<file path="config.mk">
export PLATFORM = sky130hd
export DESIGN_NAME = thermal_safety_supervisor
export DESIGN_NICKNAME = d
export VERILOG_FILES = /design/src/rtl/tss_pkg.sv /design/src/rtl/tss_check.sv /design/src/rtl/thermal_safety_supervisor.sv
export SDC_FILE = /design/constraint.sdc
export NUM_CORES = 1
export LEC_CHECK = 0
export ABC_CLOCK_PERIOD_IN_PS = 19000
export BUFFER_PORTS_ARGS = -buffer_cell sky130_fd_sc_hd__buf_4
export CORE_MARGIN = 3
export CORE_UTILIZATION = 34
export DETAILED_ROUTE_END_ITERATION = 8
export HOLD_SLACK_MARGIN = 0.05
export PLACE_DENSITY = 0.55
export SYNTH_ARGS = -nofsm -noshare
export SYNTH_HDL_FRONTEND = slang
export SYNTH_SLANG_ARGS = --single-unit
</file>
<file path="constraint.sdc">
create_clock -name clk -period 19 [get_ports clk]
set_clock_uncertainty 0.15 [all_clocks]
set_input_delay 0.95 -clock clk [delete_from_list [all_inputs] [get_ports clk]]
set_output_delay 0.95 -clock clk [all_outputs]
set_load 0.02 [all_outputs]
</file>
<file path="src/rtl/tss_pkg.sv">
// Package for the thermal safety supervisor: payload and state structs,
// configuration register indexes, fault and event codes, and fixed limits.
// Used by tss_check and thermal_safety_supervisor; depends on nothing.
package tss_pkg;

    localparam int TEMP_BITS   = 12;
    localparam int TIME_BITS   = 32;
    localparam int CUR_BITS    = 15;
    localparam int MARGIN_BITS = 11;
    localparam int DPA_BITS    = 8;
    localparam int PROD_BITS   = 24;
    localparam int CFG_INDEX_BITS = 4;

    // Configuration register indexes.
    localparam logic [CFG_INDEX_BITS-1:0] REG_HOT_FAULT_LIMIT   = 4'd0;
    localparam logic [CFG_INDEX_BITS-1:0] REG_HOT_RATE_LIMIT    = 4'd1;
    localparam logic [CFG_INDEX_BITS-1:0] REG_ALARM_ENTER_LEVEL = 4'd2;
    localparam logic [CFG_INDEX_BITS-1:0] REG_ALARM_EXIT_LEVEL  = 4'd3;
    localparam logic [CFG_INDEX_BITS-1:0] REG_WARN_ENTER_LEVEL  = 4'd4;
    localparam logic [CFG_INDEX_BITS-1:0] REG_WARN_EXIT_LEVEL   = 4'd5;
    localparam logic [CFG_INDEX_BITS-1:0] REG_CROSS_MARGIN      = 4'd6;
    localparam logic [CFG_INDEX_BITS-1:0] REG_DELTA_PER_AMP     = 4'd7;

    // Controller phases.
    localparam logic [1:0] PHASE_SELF_TEST = 2'd0;
    localparam logic [1:0] PHASE_STARTUP   = 2'd1;
    localparam logic [1:0] PHASE_RAMP_UP   = 2'd2;

    // Fault status codes.
    localparam logic [1:0] STATUS_OK      = 2'd0;
    localparam logic [1:0] STATUS_SENSOR  = 2'd1;
    localparam logic [1:0] STATUS_SUPPLY  = 2'd2;
    localparam logic [1:0] STATUS_THERMAL = 2'd3;

    // Reason codes.
    localparam logic [3:0] REASON_NONE          = 4'd0;
    localparam logic [3:0] REASON_COLD_ERROR    = 4'd1;
    localparam logic [3:0] REASON_HOT_MISSING   = 4'd2;
    localparam logic [3:0] REASON_COLD_LOW      = 4'd3;
    localparam logic [3:0] REASON_COLD_HIGH     = 4'd4;
    localparam logic [3:0] REASON_HOT_LOW       = 4'd5;
    localparam logic [3:0] REASON_HOT_HIGH      = 4'd6;
    localparam logic [3:0] REASON_HOT_LIMIT     = 4'd7;
    localparam logic [3:0] REASON_RUNAWAY       = 4'd8;
    localparam logic [3:0] REASON_SUPPLY_ASYM   = 4'd9;
    localparam logic [3:0] REASON_SUPPLY_ABSENT = 4'd10;
    localparam logic [3:0] REASON_IMPLAUSIBLE   = 4'd11;

    // Cross-check events.
    localparam logic [1:0] EVENT_NONE    = 2'd0;
    localparam logic [1:0] EVENT_ENTERED = 2'd1;
    localparam logic [1:0] EVENT_REPEAT  = 2'd2;
    localparam logic [1:0] EVENT_CLEARED = 2'd3;

    // Fixed limits, tenths of a degree unless noted.
    localparam logic signed [TEMP_BITS-1:0] COLD_MIN_VALID   = TEMP_BITS'(-700);
    localparam logic signed [TEMP_BITS-1:0] COLD_MAX_VALID   = TEMP_BITS'(800);
    localparam logic signed [TEMP_BITS-1:0] HOT_MIN_VALID    = TEMP_BITS'(-550);
    localparam logic signed [TEMP_BITS-1:0] HOT_MAX_VALID    = TEMP_BITS'(1250);
    localparam logic signed [TEMP_BITS-1:0] PLAUS_COLD_MAX   = TEMP_BITS'(-500);
    localparam logic signed [TEMP_BITS-1:0] PLAUS_HOT_THRESH = TEMP_BITS'(150);
    localparam logic [CUR_BITS-1:0]  PLAUS_MIN_CURRENT_MA = CUR_BITS'(500);
    localparam logic [PROD_BITS-1:0] PLAUS_SCALE          = PROD_BITS'(1000);
    localparam logic [TIME_BITS-1:0] PLAUS_GRACE_MS       = TIME_BITS'(180000);
    localparam logic [TIME_BITS-1:0] CROSS_GRACE_MS       = TIME_BITS'(300000);
    localparam logic [TIME_BITS-1:0] REPORT_INTERVAL_MS   = TIME_BITS'(60000);

    // Register reset values.
    localparam logic signed [TEMP_BITS-1:0] HOT_FAULT_LIMIT_RST   = TEMP_BITS'(700);
    localparam logic signed [TEMP_BITS-1:0] HOT_RATE_LIMIT_RST    = TEMP_BITS'(50);
    localparam logic signed [TEMP_BITS-1:0] ALARM_ENTER_LEVEL_RST = TEMP_BITS'(600);
    localparam logic signed [TEMP_BITS-1:0] ALARM_EXIT_LEVEL_RST  = TEMP_BITS'(550);
    localparam logic signed [TEMP_BITS-1:0] WARN_ENTER_LEVEL_RST  = TEMP_BITS'(500);
    localparam logic signed [TEMP_BITS-1:0] WARN_EXIT_LEVEL_RST   = TEMP_BITS'(450);
    localparam logic [MARGIN_BITS-1:0]      CROSS_MARGIN_RST      = MARGIN_BITS'(20);
    localparam logic [DPA_BITS-1:0]         DELTA_PER_AMP_RST     = DPA_BITS'(20);

    typedef struct packed {
        logic signed [TEMP_BITS-1:0] cold_reading;
        logic signed [TEMP_BITS-1:0] hot_reading;
        logic                        cold_sensor_error;
        logic                        hot_sensor_present;
        logic                        supply_asymmetric;
        logic                        supply_any_present;
        logic                        rate_available;
        logic signed [TEMP_BITS-1:0] hot_rise_rate;
        logic [CUR_BITS-1:0]         avg_current_ma;
        logic [1:0]                  phase;
        logic [TIME_BITS-1:0]        ramp_elapsed_ms;
        logic [TIME_BITS-1:0]        now_ms;
    } tss_sample_t;

    typedef struct packed {
        logic [1:0] fault_status;
        logic [3:0] reason_code;
        logic       hot_alarm;
        logic       hot_warning;
        logic       plausibility_warn;
        logic       cross_warn_active;
        logic [1:0] cross_event;
    } tss_result_t;

    typedef struct packed {
        logic signed [TEMP_BITS-1:0] hot_fault_limit;
        logic signed [TEMP_BITS-1:0] hot_rate_limit;
        logic signed [TEMP_BITS-1:0] alarm_enter_level;
        logic signed [TEMP_BITS-1:0] alarm_exit_level;
        logic signed [TEMP_BITS-1:0] warn_enter_level;
        logic signed [TEMP_BITS-1:0] warn_exit_level;
        logic [MARGIN_BITS-1:0]      cross_margin;
        logic [DPA_BITS-1:0]         delta_per_amp;
    } tss_cfg_t;

    typedef struct packed {
        logic                 alarm_flag;
        logic                 warning_flag;
        logic                 cross_flag;
        logic [TIME_BITS-1:0] last_report_time;
    } tss_state_t;

endpackage

</file>
<file path="src/rtl/tss_check.sv">
// Evaluation logic for one sensor tick: hysteresis, fault checks, plausibility
// and cross-check. Purely combinational; depends on tss_pkg.
module tss_check
    import tss_pkg::*;
(
    input  tss_sample_t sample,
    input  tss_cfg_t    cfg,
    input  tss_state_t  state,
    output tss_result_t result,
    output tss_state_t  state_next
);

    logic                        alarm_next;
    logic                        warning_next;
    logic                        health_fault;
    logic [3:0]                  sensor_reason;
    logic                        range_fault;
    logic [3:0]                  range_reason;
    logic                        limit_fault;
    logic [3:0]                  thermal_reason;
    logic                        supply_fault;
    logic [3:0]                  supply_reason;
    logic [1:0]                  status;
    logic [3:0]                  reason;
    logic                        skip_plaus;
    logic                        plaus_active;
    logic signed [TEMP_BITS:0]   delta;
    logic signed [PROD_BITS-1:0] delta_scaled;
    logic [CUR_BITS+DPA_BITS-1:0] expect_u;
    logic signed [PROD_BITS-1:0] expect_s;
    logic                        plaus_fail;
    logic                        cross_grace;
    logic signed [TEMP_BITS+1:0] cross_thresh;
    logic signed [TEMP_BITS+1:0] cold_wide;
    logic                        cross_cond;
    logic [TIME_BITS-1:0]        since_report;

    always_comb
    begin
        // Hysteresis flags, levels used as given.
        if (state.alarm_flag)
            alarm_next = !(sample.hot_reading < cfg.alarm_exit_level);
        else
            alarm_next = sample.hot_reading >= cfg.alarm_enter_level;
        if (state.warning_flag)
            warning_next = !(sample.hot_reading < cfg.warn_exit_level);
        else
            warning_next = sample.hot_reading >= cfg.warn_enter_level;

        health_fault  = sample.cold_sensor_error || !sample.hot_sensor_present;
        sensor_reason = sample.cold_sensor_error ? REASON_COLD_ERROR : REASON_HOT_MISSING;

        range_fault = 1'b1;
        if (sample.cold_reading < COLD_MIN_VALID)
            range_reason = REASON_COLD_LOW;
        else if (sample.cold_reading > COLD_MAX_VALID)
            range_reason = REASON_COLD_HIGH;
        else if (sample.hot_reading < HOT_MIN_VALID)
            range_reason = REASON_HOT_LOW;
        else if (sample.hot_reading > HOT_MAX_VALID)
            range_reason = REASON_HOT_HIGH;
        else
        begin
            range_fault  = 1'b0;
            range_reason = REASON_NONE;
        end

        limit_fault = 1'b1;
        if (sample.hot_reading >= cfg.hot_fault_limit)
            thermal_reason = REASON_HOT_LIMIT;
        else if (sample.rate_available && (sample.hot_rise_rate > cfg.hot_rate_limit))
            thermal_reason = REASON_RUNAWAY;
        else
        begin
            limit_fault    = 1'b0;
            thermal_reason = REASON_NONE;
        end

        supply_fault  = sample.supply_asymmetric || !sample.supply_any_present;
        supply_reason = sample.supply_asymmetric ? REASON_SUPPLY_ASYM : REASON_SUPPLY_ABSENT;

        // The most severe fault wins; among sensor-level faults the first check wins.
        if (limit_fault)
        begin
            status = STATUS_THERMAL;
            reason = thermal_reason;
        end
        else if (supply_fault)
        begin
            status = STATUS_SUPPLY;
            reason = supply_reason;
        end
        else if (health_fault)
        begin
            status = STATUS_SENSOR;
            reason = sensor_reason;
        end
        else if (range_fault)
        begin
            status = STATUS_SENSOR;
            reason = range_reason;
        end
        else
        begin
            status = STATUS_OK;
            reason = REASON_NONE;
        end

        // Plausibility: (hot - cold) * 1000 against current * delta_per_amp.
        skip_plaus = (sample.phase == PHASE_STARTUP) ||
                     ((sample.phase == PHASE_RAMP_UP) &&
                      (sample.ramp_elapsed_ms < PLAUS_GRACE_MS));
        plaus_active = !skip_plaus && (sample.cold_reading <= PLAUS_COLD_MAX) &&
                       (sample.avg_current_ma >= PLAUS_MIN_CURRENT_MA) &&
                       (sample.hot_reading < PLAUS_HOT_THRESH);
        delta = $signed({sample.hot_reading[TEMP_BITS-1], sample.hot_reading}) -
                $signed({sample.cold_reading[TEMP_BITS-1], sample.cold_reading});
        delta_scaled = $signed({{(PROD_BITS-TEMP_BITS-1){delta[TEMP_BITS]}}, delta}) *
                       $signed(PLAUS_SCALE);
        expect_u = (CUR_BITS+DPA_BITS)'(sample.avg_current_ma) *
                   (CUR_BITS+DPA_BITS)'(cfg.delta_per_amp);
        expect_s = $signed({{(PROD_BITS-CUR_BITS-DPA_BITS){1'b0}}, expect_u});
        plaus_fail = plaus_active && (delta_scaled < expect_s);

        // Cross-check: cold should sit more than the margin below hot.
        cross_grace = (sample.phase == PHASE_SELF_TEST) ||
                      (sample.phase == PHASE_STARTUP) ||
                      ((sample.phase == PHASE_RAMP_UP) &&
                       (sample.ramp_elapsed_ms < CROSS_GRACE_MS));
        cross_thresh = $signed({{2{sample.hot_reading[TEMP_BITS-1]}}, sample.hot_reading}) -
                       $signed({{(TEMP_BITS+2-MARGIN_BITS){1'b0}}, cfg.cross_margin});
        cold_wide  = $signed({{2{sample.cold_reading[TEMP_BITS-1]}}, sample.cold_reading});
        cross_cond = cold_wide >= cross_thresh;
        since_report = sample.now_ms - state.last_report_time;

        state_next              = state;
        state_next.alarm_flag   = alarm_next;
        state_next.warning_flag = warning_next;

        result.fault_status      = status;
        result.reason_code       = reason;
        result.hot_alarm         = alarm_next;
        result.hot_warning       = warning_next;
        result.plausibility_warn = 1'b0;
        result.cross_event       = EVENT_NONE;

        if (status == STATUS_OK)
        begin
            if (plaus_fail)
            begin
                result.fault_status = STATUS_THERMAL;
                result.reason_code  = REASON_IMPLAUSIBLE;
            end
            else
            begin
                result.plausibility_warn = plaus_active;
                if (!cross_grace)
                begin
                    if (cross_cond)
                    begin
                        if (!state.cross_flag)
                        begin
                            state_next.cross_flag       = 1'b1;
                            state_next.last_report_time = sample.now_ms;
                            result.cross_event          = EVENT_ENTERED;
                        end
                        else if (since_report >= REPORT_INTERVAL_MS)
                        begin
                            state_next.last_report_time = sample.now_ms;
                            result.cross_event          = EVENT_REPEAT;
                        end
                    end
                    else if (state.cross_flag)
                    begin
                        state_next.cross_flag = 1'b0;
                        result.cross_event    = EVENT_CLEARED;
                    end
                end
            end
        end

        result.cross_warn_active = state_next.cross_flag;
    end

endmodule

</file>
<file path="src/rtl/thermal_safety_supervisor.sv">
// Thermal safety supervisor top level: request register, result register,
// configuration registers and supervisor state. Depends on tss_pkg, tss_check.
//
//   Channel  | Handshake                   | Payload
//   ---------+-----------------------------+------------------------------
//   sample   | sample_valid / sample_ready | sample (tss_sample_t)
//   result   | result_valid / result_ready | result (tss_result_t)
//   config   | cfg_valid / cfg_ready       | cfg_index, cfg_data
//
// Each request is captured in an input register, tss_check evaluates it, and the
// result register loads it when that register is empty or being read; while result_ready
// is held high, one request per cycle is sustained.
// Reset clears valid flags and supervisor state and loads the register defaults.
// While the result waits, one more request is accepted and held in the input
// register. Configuration writes are always taken.
module thermal_safety_supervisor
    import tss_pkg::*;
(
    input  logic                      clk,
    input  logic                      rst_n,
    input  logic                      sample_valid,
    output logic                      sample_ready,
    input  tss_sample_t               sample,
    output logic                      result_valid,
    input  logic                      result_ready,
    output tss_result_t               result,
    input  logic                      cfg_valid,
    output logic                      cfg_ready,
    input  logic [CFG_INDEX_BITS-1:0] cfg_index,
    input  logic [TEMP_BITS-1:0]      cfg_data
);

    logic        sample_valid_reg;
    tss_sample_t sample_reg;
    logic        result_valid_reg;
    tss_result_t result_reg;
    tss_cfg_t    cfg_reg;
    tss_cfg_t    cfg_next;
    tss_state_t  state_reg;
    tss_state_t  state_next;
    tss_result_t check_result;
    logic        advance;

    tss_check u_check (
        .sample     (sample_reg),
        .cfg        (cfg_reg),
        .state      (state_reg),
        .result     (check_result),
        .state_next (state_next)
    );

    assign advance      = !result_valid_reg || result_ready;
    assign sample_ready = !sample_valid_reg || advance;
    assign result_valid = result_valid_reg;
    assign result       = result_reg;
    assign cfg_ready    = 1'b1;

    always_comb
    begin
        cfg_next = cfg_reg;
        if (cfg_valid)
        begin
            case (cfg_index)
                REG_HOT_FAULT_LIMIT:   cfg_next.hot_fault_limit   = $signed(cfg_data);
                REG_HOT_RATE_LIMIT:    cfg_next.hot_rate_limit    = $signed(cfg_data);
                REG_ALARM_ENTER_LEVEL: cfg_next.alarm_enter_level = $signed(cfg_data);
                REG_ALARM_EXIT_LEVEL:  cfg_next.alarm_exit_level  = $signed(cfg_data);
                REG_WARN_ENTER_LEVEL:  cfg_next.warn_enter_level  = $signed(cfg_data);
                REG_WARN_EXIT_LEVEL:   cfg_next.warn_exit_level   = $signed(cfg_data);
                REG_CROSS_MARGIN:      cfg_next.cross_margin  = cfg_data[MARGIN_BITS-1:0];
                REG_DELTA_PER_AMP:     cfg_next.delta_per_amp = cfg_data[DPA_BITS-1:0];
                default:               cfg_next = cfg_reg;
            endcase
        end
    end

    always_ff @(posedge clk or negedge rst_n)
    begin
        if (!rst_n)
        begin
            sample_valid_reg <= 1'b0;
            result_valid_reg <= 1'b0;
            state_reg        <= '0;
            cfg_reg.hot_fault_limit   <= HOT_FAULT_LIMIT_RST;
            cfg_reg.hot_rate_limit    <= HOT_RATE_LIMIT_RST;
            cfg_reg.alarm_enter_level <= ALARM_ENTER_LEVEL_RST;
            cfg_reg.alarm_exit_level  <= ALARM_EXIT_LEVEL_RST;
            cfg_reg.warn_enter_level  <= WARN_ENTER_LEVEL_RST;
            cfg_reg.warn_exit_level   <= WARN_EXIT_LEVEL_RST;
            cfg_reg.cross_margin      <= CROSS_MARGIN_RST;
            cfg_reg.delta_per_amp     <= DELTA_PER_AMP_RST;
        end
        else
        begin
            cfg_reg <= cfg_next;
            if (sample_ready)
                sample_valid_reg <= sample_valid;
            if (advance)
            begin
                result_valid_reg <= sample_valid_reg;
                // State moves only when a request's result is committed.
                if (sample_valid_reg)
                    state_reg <= state_next;
            end
        end
    end

    always_ff @(posedge clk)
    begin
        if (sample_valid && sample_ready)
            sample_reg <= sample;
        if (advance && sample_valid_reg)
            result_reg <= check_result;
    end

endmodule

</file>
==> impl_metrics.toml, run 1 <==
[logic_synthesis]
seq_area_frac_synth = 0.341
synth_fp_nets = 2543
synth_edf_count = 129
synth_cell_type_count = 84
synth-main-ff-cell = "edfxtp_1"
synth_cells = 2028
syn_area_mm2 = 0.0209
avgSynthCellArea_um2 = 10.3
synth_warnings = 0
ys_async_sr_fraction = 0.498
synth_seq_cells = 257

[timing]
max_slew.worst_pin.slew_ns = 1.12
rsz0062_at_grt = "no"
drv_slew = 0
finalCritPeriodShare = 0.516
setup_viol = 0
finalCriticalPeriod_ns = 9.80
maxSlewHeadroom = 0.248
hold_viol = 0
whs_ns = 0.259
fmax_mhz = 102
setup-tns-final_ns = 0

[final_layout]
fin_nets = 2690
antennaDiodeCount = 0
syn_to_final_growth_pct = 14.9
fin_area_mm2 = 0.0240
largest_reg_flops = 117
final_layout_size_suffix_gt1_frac = 0.165
final_cell_mix = "inv_1, ha_1, buf_4, nand2_1, edfxtp_1"
final_common_cell = "inv_1"
stdcell_count = 2982

[clock_network]
cts_tree = "built"
root_buffer = "clkbuf_16"
cts_resized = 0
clock_latency_ns = 0.59
clkTransAtPathRegs_ns = 0.06
cts_buffers = 31
post-cts-setup-buffer-count = 0
clock_sinks = 257
ctsHoldBuffers = 0
cts-htree-levels = 1
clockBufferDepth = 3

[worst_setup_path]
r2r_start = "sample_reg[99]"
crit_family = "adder cells"
worstPathRequired_ns = 19.32
crit_fanout = 32
cp-end-kind = "flip-flop"
crit_buf_inv = 5
cp.arrival_ns = 10.12
slowest_stage = "edfxtp_1"
worst_path_largest_cell_delay_ns = 0.61
critPathKind = "reg2reg"
crit_start = "sample_reg[99]"
start_kind = "flip-flop"

[placement]
gp_congestion = 0.816
placed_area_mm2 = 0.0228
hpwl_um = 37200
place_inst = 2924
io_buffers = 151

[route]
firstDrtPassIters = 6
wirelength_um = 47500
drc_errors = 0
drtIter0Drc = 662
via_count = 14600
vias_per_cell = 4.89
routedWlPerCell_um = 15.9
ant_nets = 0

[floorplan]
top_level_ports = 158
start_util = 0.344
core_mm2 = 0.0606
die_y_um = 254
die_area_mm2 = 0.0644
die_x_um = 254
num_rows = 90

[job]
cap_violations = 0

[run_status]
status = "finished clean"

[global_routing]
grt_overflow = 0
grt_max_degree = 80
grt_pass1_wl_um = 78000
grt_pass1_vias = 15500
grt_use_total = 0.150
antenna_found_initial = 0

[min_path]
hp-class = "in2async"
## cell usage after synthesis, types with 6 or more instances
cell | n | area, µm²
fa_1 | 124 | 2480
nand3b_1 | 7 | 52.6
a2111oi_0 | 11 | 96.3
dfrtp_1 | 97 | 2430
nand4_1 | 14 | 87.6
mux2i_1 | 8 | 80.1
a21o_1 | 53 | 398
nand3_1 | 29 | 145
mux2_2 | 64 | 721
and3_1 | 10 | 62.6
edfxtp_1 | 129 | 3870
nand2_1 | 155 | 582
mux2_4 | 29 | 435
nor3_1 | 20 | 100
inv_1 | 360 | 1350
ha_1 | 248 | 3100
and2_1 | 63 | 394
o21ai_0 | 101 | 505
a31oi_1 | 10 | 62.6
nor3b_1 | 6 | 45.0
o21ai_1 | 7 | 35.0
a21oi_1 | 75 | 375
xnor2_1 | 54 | 473
a211oi_1 | 8 | 60.1
o41ai_1 | 6 | 52.6
nor4_1 | 6 | 37.5
nor2b_1 | 20 | 125
o21a_1 | 12 | 90.1
o211ai_1 | 14 | 105
clkbuf_1 | 33 | 124
nand2b_1 | 25 | 156
o31ai_1 | 6 | 45.0
xor2_1 | 21 | 184
nor2_1 | 73 | 274
dfstp_2 | 31 | 815
o21bai_1 | 8 | 60.1
## area by class of cell
class	count	area [µm²]
Sequential cell	257	7120
Inverter	360	1350
Clock buffer	35	811
Multi-Input combinational cell	1366	12200
Tap cell	782	978
Clock inverter	23	318
Fill cell	5933	36600
Timing Repair Buffer	159	1190
## final timing paths
path	endpoint	slack [ns]	cells after the start
max	state_reg[0]	9.20	36
min	cfg_reg[29]	0.26	1
max reg2reg	state_reg[0]	9.20	36
min reg2reg	cfg_reg[43]	0.35	1
max in group asynchronous	cfg_reg[3]	16.92	2
min in group clk	cfg_reg[43]	0.35	1
## cell families (layout without fill, tap and decap cells)
group,Yosys count,count (layout),share of synthesized area
AO/OA/AOI/OAI,365,365,0.117
XOR/XNOR,75,75,0.0315
adder cells (fa/ha/maj),372,372,0.268
buffers and inverters,405,577,0.0745
flip-flops,257,257,0.341
multiplexers,101,101,0.0592
other,1,1,0.000180
AND/OR/NAND/NOR,452,452,0.108
## routing by layer
metal	vias to the layer above	part of all wire	global-route usage
li1	7186	-	-
met1	7095	0.47	0.200
met2	238	0.46	0.253
met3	60	0.040	0.0222
met4	0	0.029	0.0429
met5	-	0	0
## worst register-to-register path, delay by kind of cell, from the launching register on
family                     cells  cell delay [ns]
buffers and inverters          5             0.90
AOI/OAI and AO/OA             13             2.85
adders and majority gates      7             3.07
xor gates and xnor gates       2             0.74
muxes                          1             0.43
DFF                            1             0.61
and+or+nand+nor                8             0.93
## through the flow
stage	utilization	setup slack, ns
2_1_floorplan	-	10.63
3_3_place_gp	0.377	9.22
3_5_place_dp	0.377	9.11
4_1_cts	0.396	9.11
5_1_grt	0.396	8.45
6_report	0.396	9.20
Power of run 1 is left out: the tool's default activity adds up to more than one toggle a clock period on the data nets, which glitch-free logic cannot reach.
==> run 2: changes to the inputs <==
- ABC_CLOCK_PERIOD_IN_PS: 19000 -> 9690
- clock period: 19 -> 9.69 ns (I/O delays scaled with it)
==> run 2 against run 1 <==
Wire length increased by 4.1%. Cell area increased by 5.8%. Die area unchanged. Global-route usage increased by 0.76 points. Register-to-register slack got worse by 8.5 ns. Worst setup slack got worse by 8.5 ns.
==> impl_metrics.toml, run 2 (same netlist as run 1, synthesis figures left out) <==
[clock_network]
post-cts-setup-buffer-count = 0
clockBufferDepth = 3
cts-htree-levels = 2
clock_latency_ns = 0.56
cts_buffers = 35
root_buffer = "clkbuf_16"
clkTransAtPathRegs_ns = 0.06
cts_tree = "built"
clock_sinks = 257

[final_layout]
syn_to_final_growth_pct = 21.6
largest_reg_flops = 117
final_util = 0.419
n_fill_cell = 5885
final_cell_mix = "inv_1, ha_1, buf_4, nand2_1, edfxtp_1"
fin_nets = 2828
antennaDiodeCount = 0
multi_input_area_mm2 = 0.0122
final_layout_size_suffix_gt1_frac = 0.160
seq_area_mm2 = 0.00712
final_common_cell = "inv_1"

[global_routing]
grt_use_total = 0.157
grt_pass1_wl_um = 81200
grt_pass1_vias = 15900
antenna_found_initial = 0
grt_max_degree = 80
grt_overflow = 0

[worst_setup_path]
crit_fanout = 23
r2r_start = "sample_reg[98]"
crit_family = "adder cells"
start_kind = "flip-flop"
crit_start = "sample_reg[98]"
critPathKind = "reg2reg"
path_depth = 36
worst_path_largest_cell_delay_ns = 0.55
worstPathRequired_ns = 9.96
slowest_stage = "fa_1"
cp.arrival_ns = 9.26
r2r_cells = 36
crit_buf_inv = 6
cp-end-kind = "flip-flop"

[route]
firstDrtPassIters = 8
routedWlPerCell_um = 15.8
drc_errors = 0
wl_met1_um = 23300
via_count = 15200
vias_per_cell = 4.86
wirelength_um = 49400
wl_met3_um = 1750
ant_nets = 0
top_layer = "met4"
drtIter0Drc = 762
wl_met2_um = 23000

[timing]
drv_slew = 0
finalCriticalPeriod_ns = 8.98
finalCritPeriodShare = 0.927
max_slew.worst_pin.slew_ns = 1.13
rsz0062_at_grt = "no"
maxSlewHeadroom = 0.240
hold_viol = 0
whs_ns = 0.0886
fmax_mhz = 111
setup-tns-final_ns = 0
setup_viol = 0

[power_and_ir_drop]
seq_power_share = 0.149
internal_power_mw = 5.28
combPwrFrac = 0.715
power_density_mw_per_mm2 = 383
total_power_mw = 9.71
pwr-share-clk = 0.136
switchingPower_mw = 4.43
swShare = 0.456
p_leak_nw = 11.7
peakVddDrop_uv = 501

[min_path]
whs_path_depth = 3
min_from = "cfg_data[8]"
hp-class = "in2reg"

[placement]
hpwl_um = 37900
io_buffers = 151
gp_congestion = 0.817

[floorplan]
top_level_ports = 158
die_y_um = 254
die_area_mm2 = 0.0644
start_util = 0.344
die_x_um = 254
core_mm2 = 0.0606
num_rows = 90

[job]
cap_violations = 0

[run_status]
status = "finished clean"
run 2: cell count changes in the layout (fill, tap and decap cells not counted), sizes merged:
cell         delta
bufinv          -3
clkinvlp        -2
inv             -2
dlygate4sd3   +122
buf            +12
clkbuf         +13
run 2: power by group through the flow:
stage          logic (mW)  clock network (mW)  registers, mW
3_3_place_gp         6.70                   0           1.46
6_report             6.95                1.32           1.45
5_1_grt              8.06                1.41           1.46
3_5_place_dp         6.90                   0           1.47
2_1_floorplan        5.43                   0           1.41
4_1_cts              7.02                1.37           1.45
run 2: metrics by stage:
| step | cell area, µm² | setup WS, ns | instances |
|---|---|---|---|
| 2_1_floorplan | 20900 | 1.32 | 2028 |
| 3_3_place_gp | 22900 | 0.719 | 2936 |
| 3_5_place_dp | 22900 | 0.557 | 2936 |
| 4_1_cts | 25400 | 0.488 | 3122 |
| 5_1_grt | 25400 | 0.0164 | 3122 |
| 6_report | 25400 | 0.706 | 3122 |
run 2: path summary, 6_finish.rpt:
| check | end | slack (ns) |
|---|---|---|
| max in group asynchronous | cfg_reg[8] | 7.52 |
| worst min register to register | cfg_reg[45] | 0.35 |
| worst max register to register | state_reg[0] | 0.71 |
| min in group asynchronous | state_reg[19] | 0.39 |
| worst min-delay path | cfg_reg[27] | 0.09 |
| worst max-delay path | state_reg[0] | 0.71 |
run 2: cell type report:
class / count / share of cell area
repair buffers: 293 / 0.0993
flip-flops and latches: 257 / 0.281
clock inverters: 16 / 0.00848
clock buffers: 48 / 0.0380
multi-input cells: 1366 / 0.482
inverters: 360 / 0.0533
well taps: 782 / 0.0386
run 2: worst min-delay path, cell delays in order:
cell,delay (ns)
buf_4,0.15
nand2_1,0.06
o21ai_0,0.07
run 2: per-layer routing:
layer | up-vias | global-route usage
met5 | - | 0
met4 | 0 | 0.0487
met3 | 64 | 0.0216
met2 | 241 | 0.265
met1 | 7398 | 0.211
li1 | 7459 | -
run 2: repair_timing:
action / CTS / global route
hold buffers: 122 / 0
gates resized for setup: 0 / 2
endpoints found under the hold margin: 167 / 0
endpoints found under the setup margin: 0 / 31
Power figures use the tool's default switching activity.
